**src/llla_ram.sv**
```systemverilog
// generic single-write, single-read ram with registered read data
module llla_ram #(
    parameter int WIDTH = 8,
    parameter int DEPTH = 16
) (
    input  logic                                   i_clk,
    input  logic                                   i_we,
    input  logic [(DEPTH > 1 ? $clog2(DEPTH) : 1)-1:0] i_waddr,
    input  logic [WIDTH-1:0]                       i_wdata,
    input  logic [(DEPTH > 1 ? $clog2(DEPTH) : 1)-1:0] i_raddr,
    output logic [WIDTH-1:0]                       o_rdata
);

    logic [WIDTH-1:0] r_mem [DEPTH];
    logic [WIDTH-1:0] r_rdata;

    always_ff @(posedge i_clk) begin
        if (i_we) begin
            r_mem[i_waddr] <= i_wdata;
        end
        r_rdata <= r_mem[i_raddr];
    end

    assign o_rdata = r_rdata;

endmodule

```
**config.mk**
```make
export PLATFORM = sky130hd
export DESIGN_NAME = llla_ram
export DESIGN_NICKNAME = d
export VERILOG_FILES = /design/src/llla_ram.sv
export SDC_FILE = /design/constraint.sdc
export NUM_CORES = 1
export LEC_CHECK = 0
export ABC_AREA = 1
export BUFFER_PORTS_ARGS = -buffer_cell sky130_fd_sc_hd__buf_2
export CORE_MARGIN = 4
export CORE_UTILIZATION = 32
export DETAILED_ROUTE_END_ITERATION = 7
export GPL_TIMING_DRIVEN = 0
export PLACE_DENSITY = 0.56
export SYNTH_ARGS = -nofsm -noshare
export SYNTH_HDL_FRONTEND = slang
export SYNTH_SLANG_ARGS = --single-unit
```
**constraint.sdc**
```tcl
create_clock -name i_clk -period 1.4 [get_ports i_clk]
set_clock_uncertainty 0.05 [all_clocks]
set_input_delay 0.21 -clock i_clk [delete_from_list [all_inputs] [get_ports i_clk]]
set_output_delay 0.21 -clock i_clk [all_outputs]
set_load 0.05 [all_outputs]
```
==> run_results.csv <==
group,metric,value,unit
outcome,status,"completed",
yosys,synth_area_per_cell,10.5,um2
global_route,grt_overflow_total,0,
timing,max_slew.worst_pin.slew,0.926,ns
clock_tree,htree_levels,4,
setup_path,critPathLaunchType,"input pin",
pwr,vdd_ir_drop_max,0.809,mV
yosys,synthesis.nets,569,
final_layout,final_area,6770,um2
die,initial_core_util,33.0,%
global_route,track_usage,14.7,%
drt,drtIter0Drc,377,
drt,drt_first_pass_iters,5,
final_layout,regArea,4000,um2
timing,setup_viol_count_final,0,
final_layout,fin_cells,830,
setup_path,worstReg2RegStart,"r_mem[9][1]",
pwr,p_per_area,1450,nW/um2
place,hpwlAfterDp,9310,um
die,die_height,142,um
setup_path,crit_fanout,8,
place,place_ws,-0.392,ns
global_route,grt_pass1_vias,3798,
clock_tree,cts_setup_buffers,0,
clock_tree,numCtsBuffers,17,
die,die_w,142,um
drt,route.detailed.drc,0,
yosys,synth_seq_cells,136,
yosys,yosysTopAreaCellShare,66.7,%
timing,rsz0062_at_grt,"yes",
setup_path,max_stage_delay,0.74,ns
final_layout,fill_cells,1691,
setup_path,crit_buf_inv,1,
yosys,ys_seq_area_share,69.4,%
global_route,grt_antenna_before_repair,0,
clock_tree,clockBufferDepth,2,
setup_path,worst-path-stages,3,
yosys,netlist_instances,551,
final_layout,multiInputGateArea,1220,um2
drt,viasPerCell,4.65,
final_layout,final_net_count,610,
drt,vias,3863,
setup_path,cp_top_family,"simple AND/OR/NAND/NOR gates",
yosys,yosys_warnings,0,
yosys,syn_area,5770,um2
setup_path,path_cells,"buf_2, nand3b_1, nor2_1",
final_layout,final_core_util,38.7,%
drt,routedWlPerCell,16.8,um
die,core-area,17500,um2
clock_tree,clock_latency,0.42,ns
timing,fin_crit_sh,96.4,%
timing,setup_slack,0.0503,ns
setup_path,criticalPathCategory,"input pin to flop",
timing,fmax,741,MHz
setup_path,endpoint_kind,"flop",
final_layout,antenna-diode-count,0,
timing,slew_viol_final,0,
place,dpl_cell_area,6160,um2
worst_hold_path,hold_path.class,"input pin to flop",
place,place.gp.congestion,0.861,
setup_path,crit_path_end,"r_mem[6][3]",
clock_tree,cts_hold_buf,0,
timing,fin_crit,1.35,ns
drt,wl,14000,um
drt,ant_nets,0,
timing,worst_hold_slack,0.158,ns
setup_path,crit_arrival,1.34,ns
place,placed_cells,798,
setup_path,crit_start,"i_waddr[3]",
place,io_buffers,22,
die,io_pins,26,
setup_path,cp_slowest_cell,"nor2_1",
global_route,grt_max_degree,17,
clock_tree,clockRootBuffer,"clkbuf_16",
setup_path,r2r-end,"o_rdata[1]",
timing,final_hold_viol_count,0,
clock_tree,clk_pin_slew_worst_paths,0.05,ns
final_layout,syn_to_final_growth,17.4,%
yosys,synth_top_cell_by_area,"edfxtp_1",
setup_path,ff2ff_setup_slack,0.33,ns
setup_path,critPathRequiredTime,1.39,ns
setup_path,reg2reg_depth,6,
run,cap_violations,0,
timing,slew_headroom,38.0,%
die,die-area,20200,um2
final_layout,drive_gt1_share,12.9,%
clock_tree,cts_sinks,136,
yosys,synth_area_leaders,"edfxtp_1, nand2_1, nand3_1",
global_route,grt_pass1_wl,21900,um
yosys,synth_cell_types,12,
die,row_count,48,
pwr,p_leak,2.91,nW
clock_tree,cts_tree,"done",
worst min-delay path by stage:
stage,slack [ns],from,to,cells past startpoint
2_1_floorplan,0.26,i_wdata[0],r_mem[0][0],0
3_3_place_gp,0.58,i_wdata[2],r_mem[6][2],1
3_5_place_dp,0.58,i_wdata[2],r_mem[6][2],1
4_1_cts,0.14,i_wdata[2],r_mem[15][2],1
5_1_grt,0.16,i_wdata[2],r_mem[12][2],1
6_report,0.16,i_wdata[2],r_mem[6][2],1
final cells by class:
class | instances | area share (%)
sequential | 136 | 59.1
multi-input combinational | 289 | 18.0
tap | 225 | 4.16
clock buffer | 19 | 6.39
clock inverter | 13 | 2.62
inverter | 102 | 5.65
buffer | 24 | 2.46
timing repair buffer | 22 | 1.63
cell families (layout without fill, tap and decap cells):
logic type	Yosys count	after routing	synth area share (%)
AND/OR/NAND/NOR	289	289	21.0
flip-flops	136	136	69.4
buffers and inverters	126	180	9.52
cells in the final DEF, fill, tap and decap left out, drive strengths merged:
master and n:
nand3 97, inv 103, nor2 17, clkinvlp 2, nand2 173, edfxtp 128
clkbuf 19, buf 46, bufinv 4, nand3b 2, clkinv 6, dfxtp 8
flip-flops by register name (all words and copies together), names as in the netlist:
register  cells
o_rdata       8
r_mem       128
through the flow:
step / total power [mW] / TNS [ns]
finish: 9.85 / 0
global route: 10.2 / -0.149
CTS: 9.92 / 0
detailed placement: 5.34 / -32.49
global placement: 5.33 / -29.91
floorplan: 5.07 / 0
power by group:
| group | switching [mW] | internal [mW] |
|---|---|---|
| sequential | 0.0226 | 4.55 |
| combinational | 0.506 | 0.175 |
| clock | 1.63 | 2.97 |
| total | 2.16 | 7.69 |
repair_timing:
| action | in CTS | in global routing |
|---|---|---|
| hold endpoints to repair | 0 | 0 |
| gates resized for setup | 0 | 1 |
| setup endpoints to repair | 0 | 8 |
Yosys cell counts, drive strengths merged:
master,n
buf,24
dfxtp,8
edfxtp,128
inv,102
nand2,173
nand3,97
nand3b,2
nor2,17
layer usage:
metal / track usage, % / wire length [um]
met5: 0 / 0
met1: 20.4 / 6420
met3: 3.53 / 838
met4: 6.57 / 423
met2: 21.9 / 6290
worst register-to-register path, stage by stage, from the launching register on:
cell and delay (ns):
edfxtp_1 0.36, inv_1 0.06, nand2_1 0.04, nand3_1 0.11, nand3_1 0.09, nand3_1 0.16, nand2_1 0.08
Note: power is estimated with default switching activity, not from simulation.
